`src/mec_pkg.sv`:
```
package mec_pkg;

  // Field widths of one poll and one result.
  localparam int unsigned BTN_W   = 3;
  localparam int unsigned RAW_W   = 16;
  localparam int unsigned TICK_W  = 32;
  localparam int unsigned POS_W   = 8;
  localparam int unsigned EV_W    = 5;
  localparam int unsigned DLY_W   = 16;

  // Stream and configuration port widths.
  localparam int unsigned IN_TDATA_W  = 72;
  localparam int unsigned OUT_TDATA_W = 24;
  localparam int unsigned CFG_ADDR_W  = 3;
  localparam int unsigned CFG_DATA_W  = 16;

  // Configuration register indexes.
  localparam logic [CFG_ADDR_W-1:0] REG_MOUSE_ENABLE  = 3'd0;
  localparam logic [CFG_ADDR_W-1:0] REG_LEFT_HAND     = 3'd1;
  localparam logic [CFG_ADDR_W-1:0] REG_SCREEN_ROWS   = 3'd2;
  localparam logic [CFG_ADDR_W-1:0] REG_SCREEN_COLS   = 3'd3;
  localparam logic [CFG_ADDR_W-1:0] REG_DCLICK_TICKS  = 3'd4;
  localparam logic [CFG_ADDR_W-1:0] REG_RPT_START     = 3'd5;
  localparam logic [CFG_ADDR_W-1:0] REG_RPT_TICKS     = 3'd6;

  // Button codes.
  localparam logic [1:0] BTN_LEFT   = 2'd0;
  localparam logic [1:0] BTN_RIGHT  = 2'd1;
  localparam logic [1:0] BTN_MIDDLE = 2'd2;
  localparam logic [1:0] BTN_NONE   = 2'd3;

  // Event kinds, added to the base code of the tagged button.
  localparam logic [2:0] KIND_PRESS   = 3'd0;
  localparam logic [2:0] KIND_RELEASE = 3'd1;
  localparam logic [2:0] KIND_DCLICK  = 3'd2;
  localparam logic [2:0] KIND_DRAG    = 3'd3;
  localparam logic [2:0] KIND_REPEAT  = 3'd4;

  // Event codes.
  localparam logic [EV_W-1:0] EV_NONE       = 5'd0;
  localparam logic [EV_W-1:0] EV_MOVE       = 5'd1;
  localparam logic [EV_W-1:0] EV_BASE_LEFT  = 5'd2;
  localparam logic [EV_W-1:0] EV_BASE_RIGHT = 5'd7;
  localparam logic [EV_W-1:0] EV_BASE_MID   = 5'd12;
  localparam logic [EV_W-1:0] EV_MAX        = 5'd16;

  // One poll as held in the input register.
  typedef struct packed {
    logic [TICK_W-1:0]       tick_now;
    logic signed [RAW_W-1:0] raw_col;
    logic signed [RAW_W-1:0] raw_row;
    logic [BTN_W-1:0]        button_bits;
  } poll_t;

  // One result as held in the output register.
  typedef struct packed {
    logic [POS_W-1:0] clamped_col;
    logic [POS_W-1:0] clamped_row;
    logic [EV_W-1:0]  event_code;
  } result_t;

  // Single left or right bit selects that button, anything else the middle one.
  function automatic logic [1:0] pick_button(input logic [BTN_W-1:0] bits);
    logic [1:0] b;
    b = BTN_MIDDLE;
    if (bits == 3'b001) b = BTN_LEFT;
    else if (bits == 3'b010) b = BTN_RIGHT;
    return b;
  endfunction

  // Event code for a kind and a button, with left and right swapped in left-hand mode.
  function automatic logic [EV_W-1:0] tag_event(input logic [2:0] kind,
                                                 input logic [1:0] button,
                                                 input logic       left_hand);
    logic [EV_W-1:0] base;
    base = EV_BASE_MID;
    if (button == BTN_LEFT) base = left_hand ? EV_BASE_RIGHT : EV_BASE_LEFT;
    else if (button == BTN_RIGHT) base = left_hand ? EV_BASE_LEFT : EV_BASE_RIGHT;
    return base + {2'b00, kind};
  endfunction

endpackage

```
`src/mouse_event_classifier.sv`:
```
// Mouse event classifier: takes one mouse poll per item on the slave stream (buttons,
// raw row and column, tick count), clamps the position to the configured screen and
// emits one result item per poll with an event code (none, move, or press, release,
// double click, drag or auto-repeat tagged left, right or middle) and the clamped
// position. A poll can be accepted every cycle while the output is not stalled; each
// poll is held in the input register and goes through one classification step into
// the result register, which is also where the stored mouse state is updated. Output
// back-pressure stalls the input once both registers are full. Configuration registers
// are written through the plain write port; the user must write them only while no
// poll is in flight, as the block itself does not enforce this.
module mouse_event_classifier (
  input  logic                                 clk_i,
  input  logic                                 rst_ni,
  // Poll stream.
  input  logic                                 s_axis_tvalid,
  output logic                                 s_axis_tready,
  // Fields from bit 0: button_bits[2:0], raw_row[18:3], raw_col[34:19],
  // tick_now[66:35], zero fill[71:67].
  input  logic [mec_pkg::IN_TDATA_W-1:0]       s_axis_tdata,
  // Result stream.
  output logic                                 m_axis_tvalid,
  input  logic                                 m_axis_tready,
  // Fields from bit 0: event_code[4:0], clamped_row[12:5], clamped_col[20:13],
  // zero fill[23:21].
  output logic [mec_pkg::OUT_TDATA_W-1:0]      m_axis_tdata,
  // Configuration write port.
  input  logic                                 cfg_we_i,
  input  logic [mec_pkg::CFG_ADDR_W-1:0]       cfg_addr_i,
  input  logic [mec_pkg::CFG_DATA_W-1:0]       cfg_wdata_i
);
  import mec_pkg::*;

  // Configuration registers.
  logic               enable_q;
  logic               left_hand_q;
  logic [POS_W-1:0]   screen_rows_q;
  logic [POS_W-1:0]   screen_cols_q;
  logic [DLY_W-1:0]   dclick_ticks_q;
  logic [DLY_W-1:0]   rpt_start_q;
  logic [DLY_W-1:0]   rpt_ticks_q;

  // Handshake and pipeline registers.
  logic    in_valid_q;
  poll_t   in_q;
  logic    out_valid_q;
  result_t out_q;
  result_t out_d;
  logic    s_accept;
  logic    out_ready;
  logic    advance;

  // Stored mouse state.
  logic [POS_W-1:0]  prev_row_q, prev_row_d;
  logic [POS_W-1:0]  prev_col_q, prev_col_d;
  logic [BTN_W-1:0]  prev_btn_q, prev_btn_d;
  logic [1:0]        last_btn_q, last_btn_d;
  logic [TICK_W-1:0] mark_q, mark_d;
  logic              repeating_q, repeating_d;

  // Classification signals.
  logic [POS_W-1:0]  row_c;
  logic [POS_W-1:0]  col_c;
  logic [BTN_W-1:0]  diff;
  logic [TICK_W-1:0] elapsed;
  logic              moved;
  logic [1:0]        diff_btn;
  logic [1:0]        held_btn;
  logic [EV_W-1:0]   ev;

  // Clamp a signed coordinate to [0, size-1]; a size of zero clamps to zero.
  function automatic logic [POS_W-1:0] clamp_coord(input logic signed [RAW_W-1:0] raw,
                                                   input logic [POS_W-1:0]        size);
    logic [POS_W-1:0] top;
    logic [POS_W-1:0] res;
    top = (size == '0) ? '0 : size - 1'b1;
    if (raw[RAW_W-1]) begin
      res = '0;
    end else if ((raw[RAW_W-2:POS_W] != '0) || (raw[POS_W-1:0] > top)) begin
      res = top;
    end else begin
      res = raw[POS_W-1:0];
    end
    return res;
  endfunction

  // Configuration writes.
  always_ff @(posedge clk_i or negedge rst_ni) begin
    if (!rst_ni) begin
      enable_q       <= 1'b1;
      left_hand_q    <= 1'b0;
      screen_rows_q  <= 8'd25;
      screen_cols_q  <= 8'd80;
      dclick_ticks_q <= 16'd6;
      rpt_start_q    <= 16'd10;
      rpt_ticks_q    <= 16'd2;
    end else if (cfg_we_i) begin
      unique case (cfg_addr_i)
        REG_MOUSE_ENABLE: enable_q       <= cfg_wdata_i[0];
        REG_LEFT_HAND:    left_hand_q    <= cfg_wdata_i[0];
        REG_SCREEN_ROWS:  screen_rows_q  <= cfg_wdata_i[POS_W-1:0];
        REG_SCREEN_COLS:  screen_cols_q  <= cfg_wdata_i[POS_W-1:0];
        REG_DCLICK_TICKS: dclick_ticks_q <= cfg_wdata_i;
        REG_RPT_START:    rpt_start_q    <= cfg_wdata_i;
        REG_RPT_TICKS:    rpt_ticks_q    <= cfg_wdata_i;
        default: ;
      endcase
    end
  end

  // Handshakes: the input register moves on whenever the result register is free.
  assign out_ready     = !out_valid_q || m_axis_tready;
  assign advance       = in_valid_q && out_ready;
  assign s_axis_tready = !in_valid_q || out_ready;
  assign s_accept      = s_axis_tvalid && s_axis_tready;

  always_ff @(posedge clk_i or negedge rst_ni) begin
    if (!rst_ni) begin
      in_valid_q  <= 1'b0;
      out_valid_q <= 1'b0;
    end else begin
      if (s_accept) begin
        in_valid_q <= 1'b1;
      end else if (advance) begin
        in_valid_q <= 1'b0;
      end
      if (advance) begin
        out_valid_q <= 1'b1;
      end else if (m_axis_tready) begin
        out_valid_q <= 1'b0;
      end
    end
  end

  // Input and result payload registers.
  always_ff @(posedge clk_i) begin
    if (s_accept) begin
      in_q <= poll_t'(s_axis_tdata[BTN_W+2*RAW_W+TICK_W-1:0]);
    end
    if (advance) begin
      out_q <= out_d;
    end
  end

  // Classify the poll held in the input register against the stored state.
  assign row_c    = clamp_coord(in_q.raw_row, screen_rows_q);
  assign col_c    = clamp_coord(in_q.raw_col, screen_cols_q);
  assign diff     = in_q.button_bits ^ prev_btn_q;
  assign elapsed  = in_q.tick_now - mark_q;
  assign moved    = (row_c != prev_row_q) || (col_c != prev_col_q);
  assign diff_btn = pick_button(diff);
  assign held_btn = pick_button(in_q.button_bits);

  always_comb begin
    ev          = EV_NONE;
    prev_row_d  = prev_row_q;
    prev_col_d  = prev_col_q;
    prev_btn_d  = prev_btn_q;
    last_btn_d  = last_btn_q;
    mark_d      = mark_q;
    repeating_d = repeating_q;
    if (enable_q) begin
      priority if (moved) begin
        // Movement: drag while any button was held, else a plain move.
        last_btn_d = BTN_NONE;
        ev = (prev_btn_q != '0) ? tag_event(KIND_DRAG, held_btn, left_hand_q) : EV_MOVE;
      end else if (diff != '0) begin
        // Button change in place: press, double click or release.
        if ((diff & in_q.button_bits) == diff) begin
          if ((diff_btn == last_btn_q) &&
              (elapsed < {{(TICK_W-DLY_W){1'b0}}, dclick_ticks_q})) begin
            ev = tag_event(KIND_DCLICK, diff_btn, left_hand_q);
          end else begin
            ev = tag_event(KIND_PRESS, diff_btn, left_hand_q);
            last_btn_d = diff_btn;
          end
        end else begin
          ev = tag_event(KIND_RELEASE, diff_btn, left_hand_q);
        end
        prev_btn_d  = in_q.button_bits;
        repeating_d = 1'b0;
        mark_d      = in_q.tick_now;
      end else if (in_q.button_bits != '0) begin
        // Held without change: auto-repeat after the start delay, then the repeat delay.
        if (!repeating_q) begin
          if (elapsed > {{(TICK_W-DLY_W){1'b0}}, rpt_start_q}) begin
            ev = tag_event(KIND_REPEAT, held_btn, left_hand_q);
            repeating_d = 1'b1;
            mark_d = in_q.tick_now;
          end
        end else if (elapsed > {{(TICK_W-DLY_W){1'b0}}, rpt_ticks_q}) begin
          ev = tag_event(KIND_REPEAT, held_btn, left_hand_q);
          mark_d = in_q.tick_now;
        end
      end else begin
        ev = EV_NONE;
      end
      prev_row_d = row_c;
      prev_col_d = col_c;
    end
    out_d.event_code  = ev;
    out_d.clamped_row = row_c;
    out_d.clamped_col = col_c;
  end

  // State is committed as the poll moves into the result register.
  always_ff @(posedge clk_i or negedge rst_ni) begin
    if (!rst_ni) begin
      prev_row_q  <= '0;
      prev_col_q  <= '0;
      prev_btn_q  <= '0;
      last_btn_q  <= BTN_NONE;
      mark_q      <= '0;
      repeating_q <= 1'b0;
    end else if (advance) begin
      prev_row_q  <= prev_row_d;
      prev_col_q  <= prev_col_d;
      prev_btn_q  <= prev_btn_d;
      last_btn_q  <= last_btn_d;
      mark_q      <= mark_d;
      repeating_q <= repeating_d;
    end
  end

  assign m_axis_tvalid = out_valid_q;
  assign m_axis_tdata  = {{(OUT_TDATA_W-EV_W-2*POS_W){1'b0}}, out_q};

endmodule

```
`config.mk`:
```
export PLATFORM = sky130hd
export DESIGN_NAME = mouse_event_classifier
export DESIGN_NICKNAME = d
export VERILOG_FILES = /design/src/mec_pkg.sv /design/src/mouse_event_classifier.sv
export SDC_FILE = /design/constraint.sdc
export NUM_CORES = 1
export LEC_CHECK = 0
export BUFFER_PORTS_ARGS = -buffer_cell sky130_fd_sc_hd__buf_2
export CORE_MARGIN = 4
export CORE_UTILIZATION = 51
export CTS_BUF_LIST = sky130_fd_sc_hd__clkbuf_8
export DETAILED_ROUTE_END_ITERATION = 10
export PLACE_DENSITY_LB_ADDON = 0.2
export SLEW_MARGIN = 20
export SYNTH_ARGS = -nofsm -noshare
export SYNTH_HDL_FRONTEND = slang
export SYNTH_SLANG_ARGS = --single-unit
```
`constraint.sdc`:
```
create_clock -name clk_i -period 9.3 [get_ports clk_i]
set_input_delay 0.93 -clock clk_i [delete_from_list [all_inputs] [get_ports clk_i]]
set_output_delay 0.93 -clock clk_i [all_outputs]
set_load 0.005 [all_outputs]
```
# == After elaboration in Yosys (flattened, before gate mapping) ==
# Cells that the tools add are included.
# totals
register_bits,210
mem_bits_rw,0
latch_bits,0
memories,0
rom_bits,0
# op_classes
n_reduce_logical,38
div,0
n_eq_ne,18
add_sub_neg,8
order_cmp,5
multipliers,0
muxes,65
shift,0
bitwise_logic,3
# op_table
cell,n
32-bit two-way mux,5
5-bit two-way mux,32
32-bit by 16-bit > comparator with 1-bit output,2
8-bit two-way mux,6
32-bit by 16-bit < comparator with 1-bit output,1
32-bit subtractor,1
8-bit > comparator,2
8-bit zero test,2
2-bit two-way mux,8
4-bit two-way mux,4
8-bit inequality test,2
2-bit AND reduction,8
8-bit by 1-bit subtractor with 8-bit output (second input constant),2
7-bit nonzero test,2
3-bit by 2-bit == test with 1-bit output (second input constant),4
3-bit nonzero test,4
5-bit by 2-bit adder with 5-bit output (second input constant),2
5-bit by 3-bit adder with 5-bit output (second input constant),2
2-bit nonzero test,5
3-bit by 1-bit == test with 1-bit output (second input constant),3
3-bit == test (second input constant),3
1-bit two-way mux,8
4-bit AND reduction,2
3-bit two-way mux,2
other kinds (16),25

# == Logic depth before layout (Yosys ltp) ==
# logic_depth
ltp_word,18
ltp_mapped,23
mapped_depth_nobuf,22

# == Worst setup path after synthesis ==
# OpenSTA, ideal clock, no wires.
# synth_timing
path_kind,reg2reg
from,register screen_rows_q[5]
to,register mark_q[10]
setup_time_ns,0.125
t_arrival_ns,4.321
required_time_ns,9.175
path_buffers,1
slack_ns,4.854
stages_incl_launch_ff,17
cell_sequence,dfrtp_1 > or4_4 > nor4_1 > mux2i_1 > ha_1 > nand4_1 > nor2_1 > a211oi_1 > nor3_2 > o41ai_1 > o32a_1 > nand4_1 > nor4_4 > and2_4 > o21ai_4 > buf_6 > mux2_4
# synth_between
elab_chain_len,10
# synth_lines
item,line,source
"start, declared",mouse_event_classifier.sv:36,logic [POS_W-1:0] screen_rows_q;
"start signal, assigned",mouse_event_classifier.sv:100,REG_SCREEN_ROWS: screen_rows_q <= cfg_wdata_i[POS_W-1:0];
8-bit by 1-bit subtractor with 8-bit output or 8-bit zero test (tied branches),mouse_event_classifier.sv:75,top = (size == '0) ? '0 : size - 1'b1;
8-bit two-way mux (*),mouse_event_classifier.sv:75,
8-bit > comparator,mouse_event_classifier.sv:78,end else if ((raw[RAW_W-2:POS_W] != '0) || (raw[POS_W-1:0] > top)) begin
1-bit logical OR,mouse_event_classifier.sv:78,
8-bit two-way mux (*),mouse_event_classifier.sv:78,
8-bit two-way mux (*),mouse_event_classifier.sv:76,if (raw[RAW_W-1]) begin
named net row_c[0],mouse_event_classifier.sv:61,logic [POS_W-1:0] row_c;
8-bit inequality test (*),mouse_event_classifier.sv:149,assign moved = (row_c != prev_row_q) || (col_c != prev_col_q);
1-bit logical OR (*),mouse_event_classifier.sv:149,
1-bit NOT (no source line) (*),-,
6-bit AND reduction (no source line) (*),-,
"end signal, assigned",mouse_event_classifier.sv:219,mark_q <= mark_d;
"end, declared",mouse_event_classifier.sv:57,"logic [TICK_W-1:0] mark_q, mark_d;"
# Mark *: on every way through the listed nets, which the timed path passes. The rest lies on a longest branch.
# A chain may end at the register's enable or synchronous reset.

# == Worst setup path in the final report ==
# layout_timing
from,register screen_rows_q[5]
to,register mark_q[18]
# Same word-level chain as after synthesis.

==> flow_metrics.py <==
metrics = {
    "timing": {
        "hold_viol": 0,
        "period_needed_ps": 5910,
        "setup_viol": 0,
        "worst_pin_slew_ps": 1100,
        "fin_ws_ps": 3390,
        "drv_slew": 0,
        "fin_skew_ps": 23.3,
        "max_freq_mhz": 169,
        "totalNegativeSetupSlack_ps": 0,
        "slew_headroom_pct": 26.2,
        "period_share_pct": 63.6,
        "hold_ws_ps": 430,
        "rsz0062_at_grt": "no",
    },
    "synth": {
        "avgSynthCellArea_um2": 10.2,
        "synthTopCellsByArea": "dfrtp_1 21%, edfxtp_1 20%, ha_1 10%",
        "synth_seq_cells": 210,
        "ys_seq_area_share_pct": 44.0,
        "synth_edf_count": 88,
        "post-synth-top-area-cell": "dfrtp_1",
        "async_reset_ff_share_pct": 58.1,
        "ys_types": 85,
        "synth_warnings": 0,
        "synth_area_mm2": 0.0130,
        "synthCells": 1268,
        "synth_top_cell_area_share_pct": 21.0,
        "synth_flop_cell": "dfrtp_1",
    },
    "clock_tree": {
        "postCtsHoldBufs": 0,
        "cts_max_level": 2,
        "cts_tree": "done",
        "path_clk_slew_ps": 60,
        "numCtsBuffers": 38,
        "cts_setup_buffers": 0,
        "clk_path_buf_depth": 3,
        "insertion_delay_ps": 550,
        "cts_resized": 0,
        "root_buffer": "clkbuf_8",
        "cts_num_sinks": 210,
    },
    "power_and_ir_drop": {
        "p_leak_nw": 6.50,
        "peakVddDrop_mv": 0.114,
        "power.total_w": 0.00303,
        "power_density_mw_per_mm2": 209,
    },
    "flow_run": {
        "maxCapViolCount": 0,
    },
    "worst_setup_path": {
        "reg2reg_slack_ps": 3390,
        "critPathMaxStageDelay_ps": 790,
        "endpoint_kind": "register",
        "timing.rr.start": "screen_rows_q[5]",
        "crit_family": "simple AND/OR/NAND/NOR gates",
        "rr_worst_depth": 16,
        "arrival_ps": 6330,
        "required_ps": 9720,
        "r2r_end": "mark_q[18]",
        "cp_num_buf_inv": 1,
        "path_cells": "or4_4 > nor4_1 > mux2i_1 > ha_1 > nand4_1 > nor2_1 > a211oi_1 > nor3_2 > o41ai_1 > o32a_1 > nand4_1 > nor4_4 > and2_4 > o21ai_4 > buf_4 > mux2_4",
        "worstPathMaxFanout": 32,
        "crit_type": "reg2reg",
        "start_kind": "register",
        "startpoint": "screen_rows_q[5]",
        "critPathSlowestCell": "nor4_4",
        "crit_top_cell": "nand4_1",
    },
    "cells_and_area": {
        "final_cell_area_mm2": 0.0145,
        "drive_above_1_share_pct": 21.3,
        "area_growth_pct": 12.0,
        "nFillCells": 2215,
        "mostFrequentLayoutCell": "inv_1",
        "final_cell_mix": "130 x inv_1, 118 x nand2_1, 112 x buf_2",
        "n_antenna_cell": 0,
        "nNetsFinal": 1590,
    },
    "global_route": {
        "antenna_found_initial": 0,
        "grt_util_all_layers_pct": 20.7,
        "grt_overflow_total": 0,
        "grt_max_degree": 70,
        "grt_pass1_vias": 9498,
        "grt_pass1_wl_um": 47800,
    },
    "floorplanning": {
        "die_area_mm2": 0.0280,
        "fp.dieW_um": 167,
        "num_rows": 58,
        "initial_core_util_pct": 51.7,
        "core_region_area_mm2": 0.0251,
        "die_y_um": 167,
        "io_pins": 122,
    },
    "routing": {
        "drcViolationCount": 0,
        "first_pass_iters": 5,
        "drt-wirelength-per-cell_um": 16.8,
        "viasPerCell": 5.57,
        "drtIter0Drc": 667,
        "ant_nets": 0,
        "wl_um": 29300,
        "num_vias": 9718,
    },
    "placement": {
        "placed_area_mm2": 0.0138,
        "dp_hpwl_um": 21900,
        "port_buffers": 113,
        "gp_congestion": 0.923,
        "dp_slack_ps": 3520,
    },
    "hold_path": {
        "hold_class": "in2async",
    },
    "outcome": {
        "status": "completed",
    },
}
per-stage QoR:
stage | util, % | instances
CTS | 57.9 | 1746
global placement | 55.0 | 1676
global route | 57.9 | 1746
finish | 57.9 | 1746
floorplan | - | 1270
detailed placement | 55.0 | 1676
worst reg2reg max path, delay by kind of cell (launching register included):
kind,cells,cell delay (ps)
compound gates,4,1430
simple gates,8,2550
flops,1,420
buf+inv,1,320
mux,2,740
fa+ha+maj,1,320
metal layers:
layer / GRT usage (%) / wire, um
met5: 0 / 0
met4: 7.02 / 734
met3: 3.19 / 1350
met2: 35.0 / 14100
met1: 27.4 / 13200
cells in the mapped netlist (4+ instances only):
master,number
inv_1,120
nand2_1,118
dfrtp_1,109
ha_1,107
edfxtp_1,88
o21ai_0,80
nor2_1,76
a21oi_1,58
mux2_2,57
clkbuf_1,31
mux2_4,29
nand4_1,29
a21o_1,27
nor3_1,22
nand3_1,19
xnor2_1,18
mux2i_1,17
nand2b_1,15
nor2b_1,14
or2_2,14
and2_1,13
dfstp_2,13
a211oi_1,11
a22oi_1,10
a31oi_1,10
and3_1,10
o211ai_1,10
xor2_1,10
o22ai_1,8
nor3b_1,7
nor4_1,6
o221ai_1,6
o31ai_1,6
a221oi_1,5
o21a_1,5
a2bb2oi_1,4
nand3b_1,4
o22a_1,4
o32a_1,4
or3_1,4
flip-flops by register name, indices dropped and copies added (netlist names):
signal	count
enable_q	1
last_btn_q	2
repeating_q	1
in_valid_q	1
in_q	67
rpt_ticks_q	16
prev_row_q	8
m_axis_tdata	21
screen_rows_q	8
m_axis_tvalid	1
rpt_start_q	16
screen_cols_q	8
prev_col_q	8
mark_q	32
prev_btn_q	3
dclick_ticks_q	16
left_hand_q	1
power breakdown:
part           internal [W]  switching [W]
clock              0.000428       0.000387
combinational      0.000436       0.000559
sequential          0.00112       0.000101
total               0.00199        0.00105
worst max path at each step:
stage / cells after the start / slack (ps) / to
after detailed placement: 16 / 3520 / mark_q[18]
after global placement: 16 / 3560 / mark_q[18]
after CTS: 16 / 3460 / mark_q[8]
after floorplan: 16 / 4850 / mark_q[10]
final: 16 / 3390 / mark_q[18]
after global routing: 16 / 2900 / mark_q[30]
kinds of logic after synthesis:
family	after synthesis	synth area share (%)
mux	103	9.62
xor+xnor	28	1.89
buf+inv	162	4.97
compound gates	284	14.4
other cells	1	0.0289
simple gates	372	14.6
flops	210	44.0
fa+ha+maj	108	10.5
final cells by class:
type	instances	area, um2	area share (%)
timing repair buffer	118	606	4.17
clock inverter	27	129	0.887
tap	330	413	2.84
sequential	210	5710	39.3
inverter	120	450	3.10
clock buffer	43	592	4.07
multi-input combinational	898	6630	45.6
(Power assumes the default switching activity.)
